[config.mk]
export PLATFORM = sky130hd
export DESIGN_NAME = bbd_interp
export DESIGN_NICKNAME = d
export VERILOG_FILES = /design/src/hdl/bbd_pkg.sv /design/src/hdl/bbd_interp.sv
export SDC_FILE = /design/constraint.sdc
export NUM_CORES = 1
export LEC_CHECK = 0
export BUFFER_PORTS_ARGS = -buffer_cell sky130_fd_sc_hd__buf_2
export CORE_UTILIZATION = 40
export DETAILED_ROUTE_END_ITERATION = 16
export PLACE_DENSITY_LB_ADDON = 0.15
export SYNTH_ARGS = -nofsm -noshare
export SYNTH_HDL_FRONTEND = slang
export SYNTH_SLANG_ARGS = --single-unit
[constraint.sdc]
create_clock -name vclk -period 10.63
set_input_delay 1.5945 -clock vclk [all_inputs]
set_output_delay 1.5945 -clock vclk [all_outputs]
set_load 0.01 [all_outputs]
[src/hdl/bbd_pkg.sv]
// ----------------------------------------------------------------------------
// Bayer demosaic package
// Widths, register indexes and shared types of the bilinear demosaic block.
// ----------------------------------------------------------------------------
`default_nettype none

package bbd_pkg;

    localparam int MAX_LINE_WIDTH = 1024;
    localparam int PIX_W          = 8;
    localparam int COL_W          = $clog2(MAX_LINE_WIDTH);
    localparam int ROW_W          = 12;
    localparam int FW_W           = 11;
    localparam int FH_W           = 12;
    localparam int CFG_IDX_W      = 2;
    localparam int CFG_DATA_W     = 12;
    localparam int LINE_W         = 2 * PIX_W;

    localparam logic [CFG_IDX_W-1:0] REG_FRAME_WIDTH  = 2'd0;
    localparam logic [CFG_IDX_W-1:0] REG_FRAME_HEIGHT = 2'd1;

    localparam logic [FW_W-1:0] FW_RESET = 11'd320;
    localparam logic [FH_W-1:0] FH_RESET = 12'd200;
    localparam logic [FW_W-1:0] FW_MIN   = 11'd3;
    localparam logic [FW_W-1:0] FW_MAX   = 11'(MAX_LINE_WIDTH);
    localparam logic [FH_W-1:0] FH_MIN   = 12'd3;

    typedef logic [PIX_W-1:0] pix_t;

    // [row][col], row 0 is the oldest line, col 2 the newest sample
    typedef pix_t [2:0][2:0] win_t;

    typedef struct packed {
        logic emit;
        logic x_odd;
        logic y_odd;
        logic last;
    } ctl_t;

    typedef struct packed {
        pix_t red;
        pix_t green;
        pix_t blue;
    } rgb_t;

endpackage

`default_nettype wire

[src/hdl/bbd_interp.sv]
// ----------------------------------------------------------------------------
// Bayer demosaic interpolator
// Bilinear red/green/blue of the window center from its site parity.
// ----------------------------------------------------------------------------
`default_nettype none

module bbd_interp (
    input  wire bbd_pkg::win_t win,
    input  wire bbd_pkg::ctl_t ctl,
    output      bbd_pkg::rgb_t rgb
);

    bbd_pkg::pix_t c;
    bbd_pkg::pix_t l;
    bbd_pkg::pix_t r;
    bbd_pkg::pix_t t;
    bbd_pkg::pix_t b;
    logic [bbd_pkg::PIX_W+1:0] n4_sum;
    logic [bbd_pkg::PIX_W+1:0] d4_sum;
    logic [bbd_pkg::PIX_W:0]   h2_sum;
    logic [bbd_pkg::PIX_W:0]   v2_sum;
    bbd_pkg::pix_t n4;
    bbd_pkg::pix_t d4;
    bbd_pkg::pix_t h2;
    bbd_pkg::pix_t v2;

    assign c = win[1][1];
    assign l = win[1][0];
    assign r = win[1][2];
    assign t = win[0][1];
    assign b = win[2][1];

    assign n4_sum = 10'(l) + 10'(r) + 10'(t) + 10'(b);
    assign d4_sum = 10'(win[0][0]) + 10'(win[0][2]) + 10'(win[2][0]) + 10'(win[2][2]);
    assign h2_sum = 9'(l) + 9'(r);
    assign v2_sum = 9'(t) + 9'(b);

    assign n4 = n4_sum[bbd_pkg::PIX_W+1:2];
    assign d4 = d4_sum[bbd_pkg::PIX_W+1:2];
    assign h2 = h2_sum[bbd_pkg::PIX_W:1];
    assign v2 = v2_sum[bbd_pkg::PIX_W:1];

    always_comb
    begin
        unique case ({ctl.y_odd, ctl.x_odd})
            2'b11:   rgb = '{red: c,  green: n4, blue: d4};
            2'b10:   rgb = '{red: h2, green: c,  blue: v2};
            2'b01:   rgb = '{red: v2, green: c,  blue: h2};
            default: rgb = '{red: d4, green: n4, blue: c};
        endcase
    end

endmodule

`default_nettype wire

==> Yosys cells after proc, flatten, opt, wreduce, memory -nomap -nowiden <==
Index checks and enable logic that the tools add are counted.
Widths: inputs -> output; s select.
{ "totals": {"register_bits": 0, "input_bits": 76, "out_inout_bits": 24, "word_cells": 12} }
{ "classes": {"n_addsub": 8, "eq_ne": 3, "n_mux": 1} }
{ "ops": {"columns": ["operator", "n"], "rows": [
  ["$pmux 24 s3", 1],
  ["$add 8x8->9", 4],
  ["$add 10x8->10", 2],
  ["$add 9x8->10", 2],
  ["$eq 2x2->1 const B", 2],
  ["$eq 2x1->1 const B", 1]
]} }

==> Depth between registers and ports, before layout <==
Gate-level depths: netlist of the first run.
{ "logic_depth": {"depth_word": 4, "mapped_depth": 13, "depth_no_buf": 13} }

==> Least setup slack after synthesis of the first run <==
OpenSTA, ideal clock, no wires.
{ "synth_path": {"path_kind": "input-to-output", "from": "input port win[1] (netlist bit)", "to": "output port rgb[5] (netlist bit)", "t_arrival_ps": 4247, "t_required_ps": 9036, "slack_ps": 4788, "path_stages": 13, "n_path_buf": 0, "cell_sequence": "inv_1 > fa_1 > inv_1 > fa_1 > nand2_1 > nor2_1 > fa_1 > a21o_1 > a21oi_2 > o21ai_1 > nor2_2 > xnor2_1 > mux4_2"} }
{ "synth_rtl": {"columns": ["item", "line_no", "rtl"], "rows": [
  ["start, declared", "bbd_interp.sv:8", "input wire bbd_pkg::win_t win,"],
  ["end, declared", "bbd_interp.sv:10", "output bbd_pkg::rgb_t rgb"]
]} }

==> qor.yml, run 1 <==
status:
  status: "complete, no violations"
route:
  drt_first_pass_iters: 4
  via_per_inst: 4.93
  wl_um: 5630
  drtIter0Drc: 39
  vias: 2421
  wl_per_cell_um: 11.5
  ant_nets: 0
  drc: 0
synthesis:
  ys_types: 45
  synth_area_um2: 2610
  syn_inst: 322
  yosys_warnings: 0
  ys_seq_area_share_pct: 0
  syn_nets: 460
  syn-mean-instance-area_um2: 8.11
cells_and_area:
  antenna_cells: 0
  drive_above_1_share_pct: 28.3
  seq_cells: 0
  clkbuf_count: 0
  final_cell_mix: "98 x buf_2, 93 x inv_1, 34 x fa_1"
  layout_commonest_cell: "buf_2"
  nNetsFinal: 554
  area_growth_pct: 21.4
  ff_latch_area_um2: 0
floorplan:
  die_area_um2: 6850
  start_util_pct: 41.3
  io_pins: 100
  die_h_um: 82.8
  rows: 29
  design.core.area_um2: 6310
  die_x_um: 82.8
worst_setup_path:
  startpoint_type: "input pin"
  worstSetupPathType: "in -> out"
  setup.worst_path.end_class: "output port"
  cp_data_arrival_time_ns: 4.62
  cp_max_fo: 2
  crit_required_ns: 9.04
worst_hold_path:
  hold_depth: 4
  min_to: "rgb[12]"
  hp-class: "in -> out"
  worstHoldStart: "win[36]"
sta:
  max-slew-margin-rel_pct: 64.3
  clock.fmax_mhz: 161
  min_period_over_period_pct: 58.4
  fin_crit_ns: 6.21
  slew_violations: 0
  tightest_slew_ns: 0.536
  fin_setup_tns_ns: 0
  layout_setup_ws_ns: 4.42
  fin_hold_ws_ns: 3.54
  hold_violations: 0
  rsz0062_at_grt: "false"
  setup_viol: 0
global_route:
  grt_antenna_before_repair: 0
  grt_max_degree: 25
  track_usage_pct: 16.2
  grt_pass1_vias: 2016
  grt_pass1_wl_um: 8650
  overflow: 0
placed_design:
  dp_hpwl_um: 5170
  gp_congestion: 0.808
  pre_cts_slack_ns: 4.42
  portBuffers: 98
power:
  swShare_pct: 51.6
  p_leak_nw: 1.77
  p_per_area_nw_per_um2: 102
  ir_drop_uv: 54.1
  p_int_mw: 0.157
  clkPwrFrac_pct: 0
  switchingPower_mw: 0.168
  p_comb_share_pct: 100.0
  sequentialPowerShare_pct: 0
clock_tree:
  cts_hold_buf: 0
  post_cts_buffers: 0
  ctsResizeCount: 0
job:
  cap_viol_max_count: 0
## synth_stat cells (2+ instances only)
master	instances	area (um^2)
inv_1	93	349
fa_1	34	681
ha_1	28	350
nand2_1	21	78.8
xnor2_1	15	131
nor2_1	14	52.6
mux4_2	12	270
nor3_1	11	55.1
a21oi_1	10	50.1
o21ai_1	10	50.1
a21o_1	7	52.6
xor2_1	7	61.3
o211ai_1	6	45.0
buf_2	4	20.0
o21ai_0	4	20.0
a21oi_2	3	26.3
nand2b_1	3	18.8
nor2_2	3	18.8
o21a_1	3	22.5
a211oi_1	2	15.0
a31oi_1	2	12.5
and2_1	2	12.5
and4b_1	2	20.0
nand4b_1	2	17.5
nor2b_1	2	12.5
o41ai_1	2	17.5
or2_1	2	12.5
## power by group through the flow
stage	Clock [mW]	Sequential, mW	Combinational (mW)
2_1_floorplan	0	0	0.241
3_3_place_gp	0	0	0.322
3_5_place_dp	0	0	0.326
4_1_cts	0	0	0.328
5_1_grt	0	0	0.370
6_report	0	0	0.325
## final cells by class
| cell class | instances | area [um^2] |
|---|---|---|
| inverters | 93 | 349 |
| fillers | 665 | 3140 |
| multi-input cells | 223 | 2230 |
| repair buffers | 98 | 490 |
| well taps | 77 | 96.3 |
## worst max-delay path by stage
stage	startpoint	end
floorplan	win[1]	rgb[5]
global placement	win[1]	rgb[23]
detailed placement	win[1]	rgb[23]
CTS	win[1]	rgb[23]
global route	win[1]	rgb[23]
finish	win[1]	rgb[23]
## routing by layer
layer  global-route usage [%]  part of all wire [%]
met3                    0.765                   5.6
met2                     30.1                    51
met4                        0                     0
met5                        0                     0
met1                     21.9                    44
## metrics by stage
step / util [%] / cells / cell area, um^2 / total power, mW
floorplan: - / 322 / 2610 / 0.241
global route: 50.2 / 491 / 3170 / 0.370
detailed placement: 50.2 / 491 / 3170 / 0.326
global placement: 50.2 / 491 / 3170 / 0.322
finish: 50.2 / 491 / 3170 / 0.325
CTS: 50.2 / 491 / 3170 / 0.328
## critical path: stages
cell and delay (ns):
buf_2 0.08, inv_1 0.04, fa_1 0.53, inv_1 0.05
fa_1 0.48, nand2_1 0.08, nor2_1 0.05, fa_1 0.39
a21o_1 0.19, a21oi_2 0.18, o21ai_1 0.13, o41ai_1 0.36
nor3b_1 0.23, a221oi_1 0.07, buf_2 0.17
## cells by family after synthesis
family                     Yosys count  synth area share (%)
muxes                               13                  10.8
xor gates and xnor gates            22                  7.38
AOI/OAI and AO/OA                   56                  14.3
adders and majority gates           62                  39.5
and+or+nand+nor                     70                  13.6
buffers and inverters               99                  14.4
Note: power is estimated with default switching activity, not from simulation.
==> inputs of run 2 (changes only) <==
- clock period: 10.63 -> 6.5 ns (I/O delays scaled with it)
==> run 2 against run 1 <==
  * Critical path depth unchanged
  * Sequential cell count unchanged
  * Combinational power increased by 64%
  * Worst setup slack got worse by 3.0 ns
  * Via count about the same
  * Design area unchanged
  * Sequential share of layout area unchanged
  * Worst hold slack got worse by 1.2 ns
  * Die area unchanged
  * First-iteration DRC count increased by 69%
  * Non-clock buffer count unchanged
  * Largest cell class unchanged
  * Largest power group unchanged
==> qor.yml, run 2 (synthesis results as in run 1) <==
status:
  status: "complete, no violations"
cells_and_area:
  final_cell_mix: "98 x buf_2, 93 x inv_1, 34 x fa_1"
  antenna_cells: 0  # unchanged
  fin_util_pct: 50.2  # unchanged
  area_growth_pct: 21.4  # unchanged
  ff_latch_area_um2: 0  # unchanged
  nNetsFinal: 554  # unchanged
  multi_input_area_um2: 2230  # unchanged
  fillers: 656  # -1.4%
  final_area_um2: 3170  # unchanged
  layout_commonest_cell: "buf_2"
  clkbuf_count: 0  # unchanged
  seq_cells: 0  # unchanged
  drive_above_1_share_pct: 28.3  # unchanged
placed_design:
  portBuffers: 98  # unchanged
  dp_hpwl_um: 5310  # +2.6%
  gp_congestion: 0.821  # +1.6%
  placed_cell_area_um2: 3170  # unchanged
global_route:
  track_usage_pct: 16.8  # +0.65 points
  overflow: 0  # unchanged
  grt_antenna_before_repair: 0  # unchanged
  grt_pass1_wl_um: 8980  # +3.8%
  grt_max_degree: 25  # unchanged
  grt_pass1_vias: 2110  # +4.7%
route:
  drc: 0  # unchanged
  ant_nets: 0  # unchanged
  via_per_inst: 4.93  # about the same
  wl_per_cell_um: 11.7  # +2.1%
  drtIter0Drc: 66  # +69%
  vias: 2419  # -0.083%
  wl_um: 5750  # +2.1%
  drt_first_pass_iters: 4  # unchanged
power:
  ir_drop_uv: 83.5  # +54%
  swShare_pct: 51.8  # +0.17 points
  total_power_mw: 0.533  # +64%
  clkPwrFrac_pct: 0  # unchanged
  p_leak_nw: 1.77  # unchanged
  p_per_area_nw_per_um2: 168  # +64%
  switchingPower_mw: 0.276  # +65%
  p_int_mw: 0.257  # +64%
  p_comb_share_pct: 100.0  # about the same
  sequentialPowerShare_pct: 0  # unchanged
worst_setup_path:
  worst-path-buf-inv: 4  # unchanged
  cp_cell_sequence: "buf_2 -> inv_1 -> fa_1 -> inv_1 -> fa_1 -> nand2_1 -> nor2_1 -> fa_1 -> a21o_1 -> a21oi_2 -> o21ai_1 -> o41ai_1 -> nor3b_1 -> a221oi_1 -> buf_2"
  startpoint_type: "input pin"
  cp_common_cell: "fa_1"
  crit_required_ns: 5.52  # -3.52 ns
  cp_max_fo: 2  # unchanged
  worstSetupPathType: "in -> out"
  max_stage_delay_ns: 0.53  # about the same
  setup.worst_path.end_class: "output port"
  cp_data_arrival_time_ns: 4.09  # -0.53 ns
  crit_slowest_cell: "fa_1"
  critPathTopFamily: "adder cells"
sta:
  fin_crit_ns: 5.07
  hold_violations: 0  # unchanged
  slew_violations: 0  # unchanged
  min_period_over_period_pct: 78.0
  rsz0062_at_grt: "false"
  tightest_slew_ns: 0.528  # -0.00779 ns
  fin_setup_tns_ns: 0  # unchanged
  max-slew-margin-rel_pct: 64.4  # about the same
  clock.fmax_mhz: 197
  setup_viol: 0  # unchanged
floorplan:
  io_pins: 100  # unchanged
  die_h_um: 82.8  # unchanged
  rows: 29  # unchanged
  design.core.area_um2: 6310  # unchanged
  die_x_um: 82.8  # unchanged
  start_util_pct: 41.3  # unchanged
  die_area_um2: 6850  # unchanged
job:
  cap_viol_max_count: 0  # unchanged
worst_hold_path:
  hp-class: "in -> out"
clock_tree:
  post_cts_buffers: 0  # unchanged
  ctsResizeCount: 0  # unchanged
  cts_hold_buf: 0  # unchanged
==> run 2: cell counts in the layout (fill, tap and decap cells not counted) <==
Identical to the previous run, type by type.
==> run 2: metal layers <==
metal / GRT usage (%) / share of wire (%) / vias to the layer above
li1: - / - / 1228
met1: 21.8 / 44 / 1132
met2: 33.0 / 52 / 59
met3: 0.219 / 4.0 / 0
met4: 0 / 0 / 0
met5: 0 / 0 / -
==> run 2: through the flow <==
step                      hold slack, ns  cells  worst slack (ns)
after floorplan                     2.07    322              1.90
after global placement              2.30    491              1.53
after detailed placement            2.30    491              1.46
after CTS                           2.30    491              1.45
after global routing                2.32    491              1.24
final                               2.29    491              1.43
==> run 2: final cells by class <==
type	instances	area share, %
Inverter	93	11.0
Multi-Input combinational cell	223	70.5
Tap cell	77	3.04
Timing Repair Buffer	98	15.5
==> run 2: final timing paths <==
path,from,to,slack [ns],cells past startpoint
worst max-delay path,win[1],rgb[23],1.43,15
worst min-delay path,win[36],rgb[12],2.29,4
==> run 2: power by group through the flow <==
| stage | logic (mW) | registers [mW] | clock network (mW) |
|---|---|---|---|
| final | 0.533 | 0 | 0 |
| after detailed placement | 0.535 | 0 | 0 |
| after global routing | 0.608 | 0 | 0 |
| after floorplan | 0.393 | 0 | 0 |
| after global placement | 0.527 | 0 | 0 |
| after CTS | 0.539 | 0 | 0 |
==> inputs of run 3 (changes only) <==
- clock period: 6.5 -> 4.12 ns (I/O delays scaled with it)
==> run 3 against run 2 <==
  * Combinational power increased by 78%
  * Non-clock buffer count up 9
  * Die area unchanged
  * Highest routed layer is now met4
==> qor.yml, run 3 (synthesis results as in run 1) <==
status:
  status: "complete, no violations"
cells_and_area:
  multi_input_area_um2: 2320  # +4.0%
  fillers: 662  # +0.91%
  ff_latch_area_um2: 0  # unchanged
  nNetsFinal: 563  # +1.6%
  layout_commonest_cell: "buf_2"
  drive_above_1_share_pct: 35.0  # +6.7 points
  final_cell_mix: "94 x buf_2, 87 x inv_1, 31 x fa_1"
  area_growth_pct: 28.6
  antenna_cells: 0  # unchanged
  clkbuf_count: 0  # unchanged
  seq_cells: 0  # unchanged
floorplan:
  die_h_um: 82.8  # unchanged
  rows: 29  # unchanged
  start_util_pct: 41.3  # unchanged
  die_x_um: 82.8  # unchanged
  io_pins: 100  # unchanged
  die_area_um2: 6850  # unchanged
  design.core.area_um2: 6310  # unchanged
route:
  drtIter0Drc: 42  # -36%
  ant_nets: 0  # unchanged
  via_per_inst: 4.92  # -0.18%
  drc: 0  # unchanged
  drt_first_pass_iters: 4  # unchanged
  highest_layer: "met4"
  wl_um: 5730  # -0.31%
  wl_met3_um: 226  # -0.44%
  wl_met1_um: 2550  # unchanged
  vias: 2459  # +1.7%
  met2_length_um: 2890  # -2.7%
  wl_per_cell_um: 11.5  # -2.1%
power:
  clkPwrFrac_pct: 0  # unchanged
  swShare_pct: 49.7  # -2.2 points
  total_power_mw: 0.950  # +78%
  p_comb_share_pct: 100.0  # about the same
  switchingPower_mw: 0.472  # +71%
  p_per_area_nw_per_um2: 283  # +68%
  sequentialPowerShare_pct: 0  # unchanged
  p_int_mw: 0.478  # +86%
  ir_drop_uv: 172  # +110%
  p_leak_nw: 1.83  # +3.6%
sta:
  setup_viol: 0  # unchanged
  tightest_slew_ns: 0.593  # +0.0654 ns
  layout_setup_ws_ns: 0.113  # -1.32 ns
  fin_crit_ns: 4.01
  rsz0062_at_grt: "true"
  hold_violations: 0  # unchanged
  slew_violations: 0  # unchanged
  clock.fmax_mhz: 250
  min_period_over_period_pct: 97.3
  max-slew-margin-rel_pct: 59.9  # -4.4 points
global_route:
  grt_pass1_vias: 2204  # +4.5%
  overflow: 0  # unchanged
  grt_antenna_before_repair: 0  # unchanged
  track_usage_pct: 17.3  # +0.43 points
  grt_pass1_wl_um: 9430  # +5.0%
  grt_max_degree: 25  # unchanged
job:
  cap_viol_max_count: 0  # unchanged
clock_tree:
  cts_hold_buf: 0  # unchanged
worst_hold_path:
  min_to: "rgb[10]"
  hp-class: "in -> out"
  hold_depth: 4  # unchanged
  worstHoldStart: "win[34]"
worst_setup_path:
  max_stage_delay_ns: 0.54  # about the same
  crit_slowest_cell: "fa_1"
  startpoint_type: "input pin"
  setup.worst_path.end_class: "output port"
  crit_required_ns: 3.50  # -2.02 ns
  cp_cell_sequence: "buf_6 -> inv_2 -> fa_1 -> fa_1 -> inv_2 -> ha_4 -> and4b_1 -> o2111ai_2 -> nand2_1 -> nor2_2 -> xnor2_2 -> mux4_2 -> buf_6"
  cp_max_fo: 2  # unchanged
  worstSetupPathType: "in -> out"
  cp_data_arrival_time_ns: 3.39  # -0.70 ns
placed_design:
  portBuffers: 98  # unchanged
  dp_hpwl_um: 5140  # -3.1%
  gp_congestion: 0.830  # +1.1%
  pre_cts_slack_ns: -0.101  # -1.56 ns
==> run 3: cell count changes in the layout (fill, tap and decap cells not counted), moves of 3 or more <==
cell,change
buf_4,+9
inv_1,-6
fa_2,+3
buf_2,-4
fa_1,-3
inv_2,+5
buf_6,+3
==> run 3: how the worst max path moves through the flow <==
stage | from | endpoint | depth (start not counted)
5_1_grt | win[49] | rgb[5] | 15
4_1_cts | win[1] | rgb[23] | 16
3_3_place_gp | win[1] | rgb[23] | 16
6_report | win[50] | rgb[4] | 13
2_1_floorplan | win[1] | rgb[5] | 13
3_5_place_dp | win[1] | rgb[23] | 16
==> run 3: per-layer routing <==
metal	global-route usage, %	up-vias
met4	1.72	0
met2	32.2	56
li1	-	1249
met5	0	-
met3	0.765	4
met1	22.7	1150
==> run 3: repair_timing <==
action,4_1_cts,5_1_grt
gates cloned,0,0
resized for setup,4,26
endpoints found under the setup margin,3,12
pin swaps,5,17
setup buffers,0,1
==> run 3: worst max-delay path: cells and delay by family <==
kind,cells,cell delay (ns)
AND/OR/NAND/NOR,3,0.44
buffers and inverters,4,0.35
AO/OA/AOI/OAI,1,0.25
adder cells (fa/ha/maj),3,1.16
XOR/XNOR,1,0.09
multiplexers,1,0.48
==> run 3: power groups by stage <==
stage | logic (mW) | clock network [mW] | registers, mW
final | 0.950 | 0 | 0
after CTS | 0.892 | 0 | 0
after detailed placement | 0.877 | 0 | 0
after floorplan | 0.621 | 0 | 0
after global routing | 1.08 | 0 | 0
after global placement | 0.865 | 0 | 0
==> run 3: cell type report <==
type	instances	area share (%)
Multi-Input combinational cell	223	69.2
Timing Repair Buffer	107	17.5
Inverter	93	10.5
Tap cell	77	2.87
==> run 3: stage by stage <==
stage / utilization [%] / TNS, ns / hold WS (ns) / cell area (um^2) / std cells
after global routing: 53.2 / -0.135 / 1.60 / 3360 / 500
after global placement: 51.1 / -0.186 / 1.58 / 3230 / 499
final: 53.2 / 0 / 1.58 / 3360 / 500
after CTS: 51.4 / 0 / 1.59 / 3250 / 499
after floorplan: - / 0 / 1.36 / 2610 / 322
after detailed placement: 51.1 / -0.198 / 1.59 / 3230 / 499
